**src/design/rsmin_pkg.sv**
```systemverilog
// Package for the rectangle set minimum spacing unit.
// Widths, payload types and the job word passed from front to back.
// No dependencies.
`timescale 1ns / 1ps

package rsmin_pkg;

   localparam int COORD_BITS   = 24;
   localparam int FRAC_BITS    = 8;
   localparam int SPACING_BITS = 33;

   localparam int SUM_BITS   = COORD_BITS + 1;
   localparam int GAP_BITS   = COORD_BITS + 1;
   localparam int SQ_BITS    = 2 * GAP_BITS;
   localparam int SUMSQ_BITS = SQ_BITS + 1;
   localparam int RAD_RAW    = SUMSQ_BITS + 2 * FRAC_BITS;
   localparam int ROOT_BITS  = (RAD_RAW + 1) / 2;
   localparam int RAD_BITS   = 2 * ROOT_BITS;
   localparam int REM_BITS   = ROOT_BITS + 2;
   localparam int STEP_BITS  = $clog2(ROOT_BITS);

   localparam int QUEUE_DEPTH = 4;
   localparam int QPTR_BITS   = $clog2(QUEUE_DEPTH);
   localparam int QCNT_BITS   = QPTR_BITS + 1;

   typedef logic [COORD_BITS-1:0]   coord_type;
   typedef logic [SUM_BITS-1:0]     sum_type;
   typedef logic [GAP_BITS-1:0]     gap_type;
   typedef logic [SPACING_BITS-1:0] spacing_type;

   typedef struct packed {
      gap_type gx;
      gap_type gy;
      logic    ovl;
      logic    last;
   } job_type;

   localparam int JOB_BITS = $bits(job_type);

   function automatic coord_type span(input coord_type lo, input coord_type hi);
      span = (hi < lo) ? (lo - hi) : (hi - lo);
   endfunction

endpackage

```
**src/design/rsmin_if.sv**
```systemverilog
// Handshake channels of the rectangle set minimum spacing unit.
// Depends on rsmin_pkg.
`timescale 1ns / 1ps

interface rsmin_req_if import rsmin_pkg::*; ();
   logic      valid;
   logic      ready;
   coord_type a_left;
   coord_type a_bottom;
   coord_type a_right;
   coord_type a_top;
   coord_type b_left;
   coord_type b_bottom;
   coord_type b_right;
   coord_type b_top;
   logic      last_pair;

   modport source (output valid, a_left, a_bottom, a_right, a_top,
                   b_left, b_bottom, b_right, b_top, last_pair, input ready);
   modport sink   (input valid, a_left, a_bottom, a_right, a_top,
                   b_left, b_bottom, b_right, b_top, last_pair, output ready);
endinterface

interface rsmin_rsp_if import rsmin_pkg::*; ();
   logic        valid;
   logic        ready;
   spacing_type spacing;
   logic        overlap;

   modport source (output valid, spacing, overlap, input ready);
   modport sink   (input valid, spacing, overlap, output ready);
endinterface

```
**src/design/rsmin_front.sv**
```systemverilog
// Front end: takes rectangle pairs and reduces each to per-axis gaps.
// Depends on rsmin_pkg and rsmin_req_if.
`timescale 1ns / 1ps

module rsmin_front import rsmin_pkg::*; (
   input  logic        clock,
   input  logic        reset,
   rsmin_req_if.sink   req_if,
   output logic        push_valid,
   input  logic        push_ready,
   output job_type     push_data
);

   logic    s1_valid_ff, s1_valid_in;
   sum_type sa_x_ff, sb_x_ff, sz_x_ff;
   sum_type sa_y_ff, sb_y_ff, sz_y_ff;
   logic    last_ff;

   sum_type d_x, d_y;
   logic    in_x, in_y;
   logic    take;

   assign req_if.ready = !s1_valid_ff || push_ready;
   assign take         = req_if.valid && req_if.ready;

   always_comb begin
      s1_valid_in = s1_valid_ff;
      if (take) begin
         s1_valid_in = 1'b1;
      end else if (push_ready) begin
         s1_valid_in = 1'b0;
      end
   end

   always_ff @(posedge clock) begin
      if (reset) begin
         s1_valid_ff <= 1'b0;
      end else begin
         s1_valid_ff <= s1_valid_in;
      end
   end

   always_ff @(posedge clock) begin
      if (take) begin
         sa_x_ff <= SUM_BITS'(req_if.a_left) + SUM_BITS'(req_if.a_right);
         sb_x_ff <= SUM_BITS'(req_if.b_left) + SUM_BITS'(req_if.b_right);
         sz_x_ff <= SUM_BITS'(span(req_if.a_left, req_if.a_right))
                  + SUM_BITS'(span(req_if.b_left, req_if.b_right));
         sa_y_ff <= SUM_BITS'(req_if.a_bottom) + SUM_BITS'(req_if.a_top);
         sb_y_ff <= SUM_BITS'(req_if.b_bottom) + SUM_BITS'(req_if.b_top);
         sz_y_ff <= SUM_BITS'(span(req_if.a_bottom, req_if.a_top))
                  + SUM_BITS'(span(req_if.b_bottom, req_if.b_top));
         last_ff <= req_if.last_pair;
      end
   end

   always_comb begin
      d_x  = (sa_x_ff > sb_x_ff) ? (sa_x_ff - sb_x_ff) : (sb_x_ff - sa_x_ff);
      d_y  = (sa_y_ff > sb_y_ff) ? (sa_y_ff - sb_y_ff) : (sb_y_ff - sa_y_ff);
      in_x = d_x < sz_x_ff;
      in_y = d_y < sz_y_ff;
      push_data.gx   = in_x ? '0 : GAP_BITS'(d_x - sz_x_ff);
      push_data.gy   = in_y ? '0 : GAP_BITS'(d_y - sz_y_ff);
      push_data.ovl  = in_x && in_y;
      push_data.last = last_ff;
   end

   assign push_valid = s1_valid_ff;

endmodule

```
**src/design/rsmin_queue.sv**
```systemverilog
// Short job queue between front and back end.
// Depends on rsmin_pkg.
`timescale 1ns / 1ps

module rsmin_queue import rsmin_pkg::*; (
   input  logic    clock,
   input  logic    reset,
   input  logic    push_valid,
   output logic    push_ready,
   input  job_type push_data,
   output logic    pop_valid,
   input  logic    pop_ready,
   output job_type pop_data
);

   job_type                entry_ff [QUEUE_DEPTH];
   logic [QPTR_BITS-1:0]   wr_ptr_ff, rd_ptr_ff;
   logic [QCNT_BITS-1:0]   count_ff, count_in;
   logic                   do_push, do_pop;

   assign push_ready = count_ff != QCNT_BITS'(QUEUE_DEPTH);
   assign pop_valid  = count_ff != '0;
   assign do_push    = push_valid && push_ready;
   assign do_pop     = pop_valid && pop_ready;
   assign pop_data   = entry_ff[rd_ptr_ff];

   always_comb begin
      count_in = count_ff;
      if (do_push && !do_pop) begin
         count_in = count_ff + 1'b1;
      end else if (do_pop && !do_push) begin
         count_in = count_ff - 1'b1;
      end
   end

   always_ff @(posedge clock) begin
      if (reset) begin
         wr_ptr_ff <= '0;
         rd_ptr_ff <= '0;
         count_ff  <= '0;
      end else begin
         count_ff <= count_in;
         if (do_push) begin
            wr_ptr_ff <= wr_ptr_ff + 1'b1;
         end
         if (do_pop) begin
            rd_ptr_ff <= rd_ptr_ff + 1'b1;
         end
      end
   end

   always_ff @(posedge clock) begin
      if (do_push) begin
         entry_ff[wr_ptr_ff] <= push_data;
      end
   end

endmodule

```
**src/design/rsmin_back.sv**
```systemverilog
// Back end: squares the gaps, takes the square root one bit per cycle,
// keeps the running minimum and emits on the last pair. Depends on rsmin_pkg.
`timescale 1ns / 1ps

module rsmin_back import rsmin_pkg::*; (
   input  logic        clock,
   input  logic        reset,
   input  logic        pop_valid,
   output logic        pop_ready,
   input  job_type     pop_data,
   rsmin_rsp_if.source rsp_if
);

   localparam logic [2:0] ST_IDLE = 3'd0;
   localparam logic [2:0] ST_MUL  = 3'd1;
   localparam logic [2:0] ST_SUM  = 3'd2;
   localparam logic [2:0] ST_ROOT = 3'd3;
   localparam logic [2:0] ST_DONE = 3'd4;

   logic [2:0]            state_ff, state_in;
   job_type               job_ff;
   logic [SQ_BITS-1:0]    sq_x_ff, sq_y_ff;
   logic [RAD_BITS-1:0]   rad_ff, rad_in;
   logic [REM_BITS-1:0]   rem_ff, rem_in, rem_t, trial;
   logic [ROOT_BITS-1:0]  root_ff, root_in;
   logic [STEP_BITS-1:0]  step_ff, step_in;
   spacing_type           min_ff, min_in, cand;
   logic                  seen_ff, seen_in;
   logic                  rsp_valid_ff, rsp_valid_in;
   spacing_type           rsp_spacing_ff;
   logic                  rsp_overlap_ff;
   logic                  emit;
   logic [SUMSQ_BITS-1:0] sumsq;

   assign pop_ready = state_ff == ST_IDLE;
   assign rsp_if.valid   = rsp_valid_ff;
   assign rsp_if.spacing = rsp_spacing_ff;
   assign rsp_if.overlap = rsp_overlap_ff;

   assign sumsq = SUMSQ_BITS'(sq_x_ff) + SUMSQ_BITS'(sq_y_ff);
   assign rem_t = {rem_ff[REM_BITS-3:0], rad_ff[RAD_BITS-1 -: 2]};
   assign trial = {root_ff, 2'b01};
   assign cand  = spacing_type'(root_ff[ROOT_BITS-1:1]);

   always_comb begin
      state_in     = state_ff;
      rad_in       = rad_ff;
      rem_in       = rem_ff;
      root_in      = root_ff;
      step_in      = step_ff;
      min_in       = min_ff;
      seen_in      = seen_ff;
      rsp_valid_in = rsp_valid_ff && !rsp_if.ready;
      emit         = 1'b0;
      case (state_ff)
         ST_IDLE: begin
            if (pop_valid) begin
               state_in = pop_data.ovl ? ST_DONE : ST_MUL;
            end
         end
         ST_MUL: begin
            state_in = ST_SUM;
         end
         ST_SUM: begin
            rad_in   = RAD_BITS'(sumsq) << (2 * FRAC_BITS);
            rem_in   = '0;
            root_in  = '0;
            step_in  = '0;
            state_in = ST_ROOT;
         end
         ST_ROOT: begin
            rad_in = rad_ff << 2;
            if (rem_t >= trial) begin
               rem_in  = rem_t - trial;
               root_in = {root_ff[ROOT_BITS-2:0], 1'b1};
            end else begin
               rem_in  = rem_t;
               root_in = {root_ff[ROOT_BITS-2:0], 1'b0};
            end
            step_in = step_ff + 1'b1;
            if (step_ff == STEP_BITS'(ROOT_BITS - 1)) begin
               state_in = ST_DONE;
            end
         end
         ST_DONE: begin
            if (job_ff.ovl) begin
               seen_in = 1'b1;
            end else if (cand < min_ff) begin
               min_in = cand;
            end
            if (!job_ff.last) begin
               state_in = ST_IDLE;
            end else if (!rsp_valid_ff || rsp_if.ready) begin
               emit         = 1'b1;
               rsp_valid_in = 1'b1;
               state_in     = ST_IDLE;
            end else begin
               min_in  = min_ff;
               seen_in = seen_ff;
            end
         end
         default: begin
            state_in = ST_IDLE;
         end
      endcase
   end

   always_ff @(posedge clock) begin
      if (reset) begin
         state_ff     <= ST_IDLE;
         min_ff       <= '1;
         seen_ff      <= 1'b0;
         rsp_valid_ff <= 1'b0;
      end else begin
         state_ff     <= state_in;
         rsp_valid_ff <= rsp_valid_in;
         if (emit) begin
            min_ff  <= '1;
            seen_ff <= 1'b0;
         end else begin
            min_ff  <= min_in;
            seen_ff <= seen_in;
         end
      end
   end

   always_ff @(posedge clock) begin
      rad_ff  <= rad_in;
      rem_ff  <= rem_in;
      root_ff <= root_in;
      step_ff <= step_in;
      if (state_ff == ST_IDLE && pop_valid) begin
         job_ff <= pop_data;
      end
      if (state_ff == ST_MUL) begin
         sq_x_ff <= job_ff.gx * job_ff.gx;
         sq_y_ff <= job_ff.gy * job_ff.gy;
      end
      if (emit) begin
         rsp_spacing_ff <= seen_in ? '0 : min_in;
         rsp_overlap_ff <= seen_in;
      end
   end

endmodule

```
**src/design/rect_set_min_spacing_unit.sv**
```systemverilog
// Top level of the rectangle set minimum spacing unit.
// Depends on rsmin_pkg, rsmin_if, rsmin_front, rsmin_queue and rsmin_back.
//
//   channel  dir  handshake              word
//   req_if   in   valid/ready            two rectangles and a last-pair mark
//   rsp_if   out  valid/ready            minimum spacing and overlap flag
//
// In the back end a pair passes through pop, square, sum, 34 root
// steps (one root bit per cycle) and a final update; an overlapping pair goes from pop to the update.
// The front end adds one register stage and a four-word queue ahead of it.
// Reset is synchronous and clears the run state to an empty run.
// The result register holds a word while the back end keeps working.
`timescale 1ns / 1ps

module rect_set_min_spacing_unit import rsmin_pkg::*; (
   input  logic        clock,
   input  logic        reset,
   rsmin_req_if.sink   req_if,
   rsmin_rsp_if.source rsp_if
);

   logic    push_valid, push_ready;
   job_type push_data;
   logic    pop_valid, pop_ready;
   job_type pop_data;

   rsmin_front u_front (
      .clock      (clock),
      .reset      (reset),
      .req_if     (req_if),
      .push_valid (push_valid),
      .push_ready (push_ready),
      .push_data  (push_data)
   );

   rsmin_queue u_queue (
      .clock      (clock),
      .reset      (reset),
      .push_valid (push_valid),
      .push_ready (push_ready),
      .push_data  (push_data),
      .pop_valid  (pop_valid),
      .pop_ready  (pop_ready),
      .pop_data   (pop_data)
   );

   rsmin_back u_back (
      .clock     (clock),
      .reset     (reset),
      .pop_valid (pop_valid),
      .pop_ready (pop_ready),
      .pop_data  (pop_data),
      .rsp_if    (rsp_if)
   );

endmodule

```
**src/flat_wrapper.sv**
```systemverilog
// flat-port wrapper written by rule: the top's interface ports become plain ports
module rect_set_min_spacing_unit_flat import rsmin_pkg::*;
  (clock, reset, req_if_valid, req_if_a_left, req_if_a_bottom, req_if_a_right, req_if_a_top, req_if_b_left, req_if_b_bottom, req_if_b_right, req_if_b_top, req_if_last_pair, req_if_ready, rsp_if_valid, rsp_if_spacing, rsp_if_overlap, rsp_if_ready);
  rsmin_req_if req_if_i ();
  rsmin_rsp_if rsp_if_i ();
  input  logic clock;
  input  logic reset;
  input wire logic [$bits(req_if_i.valid)-1:0] req_if_valid;
  input wire logic [$bits(req_if_i.a_left)-1:0] req_if_a_left;
  input wire logic [$bits(req_if_i.a_bottom)-1:0] req_if_a_bottom;
  input wire logic [$bits(req_if_i.a_right)-1:0] req_if_a_right;
  input wire logic [$bits(req_if_i.a_top)-1:0] req_if_a_top;
  input wire logic [$bits(req_if_i.b_left)-1:0] req_if_b_left;
  input wire logic [$bits(req_if_i.b_bottom)-1:0] req_if_b_bottom;
  input wire logic [$bits(req_if_i.b_right)-1:0] req_if_b_right;
  input wire logic [$bits(req_if_i.b_top)-1:0] req_if_b_top;
  input wire logic [$bits(req_if_i.last_pair)-1:0] req_if_last_pair;
  output wire logic [$bits(req_if_i.ready)-1:0] req_if_ready;
  output wire logic [$bits(rsp_if_i.valid)-1:0] rsp_if_valid;
  output wire logic [$bits(rsp_if_i.spacing)-1:0] rsp_if_spacing;
  output wire logic [$bits(rsp_if_i.overlap)-1:0] rsp_if_overlap;
  input wire logic [$bits(rsp_if_i.ready)-1:0] rsp_if_ready;
  assign req_if_i.valid = req_if_valid;
  assign req_if_i.a_left = req_if_a_left;
  assign req_if_i.a_bottom = req_if_a_bottom;
  assign req_if_i.a_right = req_if_a_right;
  assign req_if_i.a_top = req_if_a_top;
  assign req_if_i.b_left = req_if_b_left;
  assign req_if_i.b_bottom = req_if_b_bottom;
  assign req_if_i.b_right = req_if_b_right;
  assign req_if_i.b_top = req_if_b_top;
  assign req_if_i.last_pair = req_if_last_pair;
  assign req_if_ready = req_if_i.ready;
  assign rsp_if_valid = rsp_if_i.valid;
  assign rsp_if_spacing = rsp_if_i.spacing;
  assign rsp_if_overlap = rsp_if_i.overlap;
  assign rsp_if_i.ready = rsp_if_ready;
  rect_set_min_spacing_unit u_core (.clock(clock), .reset(reset), .req_if(req_if_i), .rsp_if(rsp_if_i));
endmodule
```
**config.mk**
```make
export PLATFORM = sky130hd
export DESIGN_NAME = rect_set_min_spacing_unit_flat
export DESIGN_NICKNAME = d
export VERILOG_FILES = /design/src/design/rsmin_pkg.sv /design/src/design/rsmin_if.sv /design/src/design/rsmin_front.sv /design/src/design/rsmin_queue.sv /design/src/design/rsmin_back.sv /design/src/design/rect_set_min_spacing_unit.sv /design/src/flat_wrapper.sv
export SDC_FILE = /design/constraint.sdc
export NUM_CORES = 2
export LEC_CHECK = 0
export BUFFER_PORTS_ARGS = -buffer_cell sky130_fd_sc_hd__buf_2
export CAP_MARGIN = 15
export CORE_ASPECT_RATIO = 1.4
export CORE_MARGIN = 3
export CORE_UTILIZATION = 30
export CTS_BUF_LIST = sky130_fd_sc_hd__clkbuf_2
export DETAILED_ROUTE_END_ITERATION = 8
export PLACE_DENSITY = 0.51
export SKIP_LAST_GASP = 1
export SYNTH_ARGS = -nofsm -noshare
export SYNTH_HDL_FRONTEND = slang
export SYNTH_SLANG_ARGS = --single-unit
```
**constraint.sdc**
```tcl
create_clock -name clock -period 10.25 [get_ports clock]
set_clock_uncertainty 0.05 [all_clocks]
set_input_delay 1.025 -clock clock [delete_from_list [all_inputs] [get_ports clock]]
set_output_delay 1.025 -clock clock [all_outputs]
set_load 0.005 [all_outputs]
```
==> reports/results.ini <==
[clocking]
clockRootBuffer=sky130_fd_sc_hd__clkbuf_2
clock_tree_from_tritoncts=yes
cts_resized=0
clock_path_buffers=4
h-tree-depth=4
clk_pin_slew_ns=0.10
post_cts.repair.setup_buffers=0
cts_buf_count=188
insertion_delay_ns=1.54
cts_hold_repair.buffers=143
numClockSinks=717

[critical_path]
max_stage_delay_ns=0.79
setup.worst_path.end_class=register
crit_slowest_cell=sky130_fd_sc_hd__edfxtp_1
critical_path.n_buffers_inverters=7
cp.required_ns=11.41
crit_fanout=13
crit_arrival_ns=9.40
critical_path.top_delay_family=adder cells
timing.setup.critical_path_class=reg -> reg
timing.critical_path.from_type=register

[sta]
ratio_of_final_minimum_period_to_clock_period_pct=80.4
timing.hold.ws_ns=0.269
setup_ws_ns=2.01
tightest_slew_ns=1.17
rsz_0062_raised_after_global_routing=false
timing.fmax_mhz=121
endpoints_failing_setup=0
final_max_slew_viol_count=0
totalNegativeSetupSlack_ns=0
period_needed_ns=8.24
timing_hold_violations_final=0
relSlewSlack_pct=20.1

[synthesis]
synth.yosys.seq_area_share_pct=23.9
yosys_most_used_dff=sky130_fd_sc_hd__edfxtp_1
synthesis.yosys.warnings=0
synthTopCellsByArea=sky130_fd_sc_hd__edfxtp_1 23%, sky130_fd_sc_hd__fa_1 22%, sky130_fd_sc_hd__ha_1 14%
netlist.area_leader.share_pct=22.9
synthDistinctLibCells=90
mappedNetlistNets=11384
ys_ff_latch=717
synthArstFlopShare_pct=0
post_synthesis_cell_area_um2=87900
synth_enable_flop_cells=669
yosys.area.top_type=sky130_fd_sc_hd__edfxtp_1
syn_avg_cell_area_um2=9.50
synth.most_common_cell=sky130_fd_sc_hd__inv_1
post_synth_most_frequent_cells=1916 x sky130_fd_sc_hd__inv_1, 978 x sky130_fd_sc_hd__ha_1, 953 x sky130_fd_sc_hd__fa_1
syn_inst=9256

[run_status]
status=finished, final reports clean

[placed_design]
gp_congestion=0.925
dp_slack_ns=1.94
post-dp-hpwl_um=187000
port-buffer-count=232

[global_routing]
grt_pass1_wl_um=368000
gr-usage-met3_pct=1.83
overflow=0
grt_antenna_before_repair=10
grt_util_all_layers_pct=15.3
groute.layer.met1.usage_pct=16.4
grt_max_degree=82
via_count_of_the_first_global_routing_pass=69958
global_route.peak_usage_layer=met2
use_met2_pct=29.9

[drt]
via_count=64408
drt-wirelength-per-cell_um=17.0
avg_vias_per_cell=4.72
drc_errors=0
antenna_left=0
first_pass_iters=6
wl_um=231000
drt-initial-drc-count=3044

[finish]
nNetsFinal=11715
area_delta_synth_final_pct=9.88
post_route_cells_drive_above_1_share_pct=7.61
num-fill-cells=30314

[floorplanning]
core.rowCount=234
die_height_um=646
die_w_um=463
die-area_um2=300000
effective_utilization_at_floorplan_pct=30.2
floorplan.io_pins=233
design.core.area_um2=291000

[run]
drv.max_cap_violation_count=0

[min_path]
min_path_type=in -> reg

layer usage:
metal	up-vias	part of all wire (%)
li1	30996	-
met1	31603	38
met2	1335	54
met3	464	3.3
met4	10	4.2
met5	-	0.026
registers in the layout, summed over array words and instances (netlist names), 3 cells and up, named ones only:
signal,flops
u_core.u_back.rem_ff,34
u_core.u_back.sq_y_ff,49
u_core.u_front.sb_x_ff,25
u_core.u_back.rad_ff,52
u_core.u_back.min_ff,33
u_core.u_front.sz_x_ff,25
u_core.u_queue.count_ff,3
u_core.u_back.step_ff,6
u_core.u_front.sa_y_ff,25
u_core.u_front.sa_x_ff,25
u_core.u_front.sb_y_ff,25
u_core.u_back.job_ff,52
u_core.u_back.rsp_if.spacing,33
u_core.u_back.state_ff,3
u_core.u_front.sz_y_ff,25
u_core.u_back.sq_x_ff,49
u_core.u_queue.entry_ff,208
u_core.u_back.root_ff,34
through the flow:
stage	util (%)	area, µm²	std cells
floorplan	-	87900	9256
global placement	32.1	93300	13146
detailed placement	32.1	93300	13146
CTS	33.2	96500	13621
global route	33.2	96600	13631
finish	33.2	96600	13633
area by class of cell:
type	count	area (µm²)	area share [%]
diodes	10	25.0	0.0259
clock buffers	261	1310	1.35
clock inverters	71	433	0.448
inverters	1924	7220	7.48
multi-input cells	6302	58400	60.5
flip-flops and latches	717	21100	21.8
well taps	3894	4870	5.04
repair buffers	454	3230	3.34
worst min-delay path, cell delays in order:
cell and delay [ns]:
sky130_fd_sc_hd__buf_2 0.10, sky130_fd_sc_hd__ha_1 0.19, sky130_fd_sc_hd__nor2_1 0.07, sky130_fd_sc_hd__xnor2_1 0.15
kinds of logic (layout without fill, tap and decap cells):
| logic type | after synthesis | in the layout | synth area share [%] |
|---|---|---|---|
| AND/OR/NAND/NOR | 1990 | 1990 | 10.6 |
| flip-flops | 717 | 717 | 23.9 |
| multiplexers | 172 | 172 | 2.72 |
| AO/OA/AOI/OAI | 1718 | 1718 | 12.5 |
| buffers and inverters | 2237 | 2710 | 9.67 |
| other | 0 | 10 | 0 |
| XOR/XNOR | 491 | 491 | 4.89 |
| adder cells (fa/ha/maj) | 1931 | 1931 | 35.6 |
layout by cell type, fill, tap and decap left out, types with 35 or more instances in the layout:
master	instances
sky130_fd_sc_hd__buf_2	232
sky130_fd_sc_hd__ha_1	978
sky130_fd_sc_hd__fa_1	953
sky130_fd_sc_hd__o21ai_0	258
sky130_fd_sc_hd__o21bai_1	122
sky130_fd_sc_hd__buf_4	76
sky130_fd_sc_hd__dfxtp_1	46
sky130_fd_sc_hd__mux4_2	52
sky130_fd_sc_hd__nand2_1	585
sky130_fd_sc_hd__a211oi_1	58
sky130_fd_sc_hd__dlygate4sd3_1	143
sky130_fd_sc_hd__a21oi_1	598
sky130_fd_sc_hd__xnor2_1	325
sky130_fd_sc_hd__nor2_1	588
sky130_fd_sc_hd__clkinv_1	50
sky130_fd_sc_hd__nand4_1	46
sky130_fd_sc_hd__and3_1	43
sky130_fd_sc_hd__inv_1	1916
sky130_fd_sc_hd__nor3_1	112
sky130_fd_sc_hd__xor2_1	166
sky130_fd_sc_hd__o21a_1	54
sky130_fd_sc_hd__o31ai_1	35
sky130_fd_sc_hd__clkbuf_2	261
sky130_fd_sc_hd__mux2i_1	103
sky130_fd_sc_hd__nand2b_1	58
sky130_fd_sc_hd__and2_1	274
sky130_fd_sc_hd__nor2b_1	76
sky130_fd_sc_hd__edfxtp_1	669
sky130_fd_sc_hd__nand3_1	95
sky130_fd_sc_hd__a31oi_1	60
sky130_fd_sc_hd__a21o_1	276
worst paths after layout:
kind                            depth (start not counted)                 startpoint                        end  slack [ns]
worst max register to register                         26    u_core.u_back.job_ff[4]  u_core.u_back.sq_y_ff[48]        2.01
worst min-delay path                                    4            req_if_a_top[2]  u_core.u_front.sa_y_ff[3]        0.27
worst max-delay path                                   26    u_core.u_back.job_ff[4]  u_core.u_back.sq_y_ff[48]        2.01
worst min register to register                          1  u_core.u_back.state_ff[0]  u_core.u_back.state_ff[1]        0.36
Power is left out: the tool's default activity adds up to more than one toggle a clock period on the data nets, which glitch-free logic cannot reach.
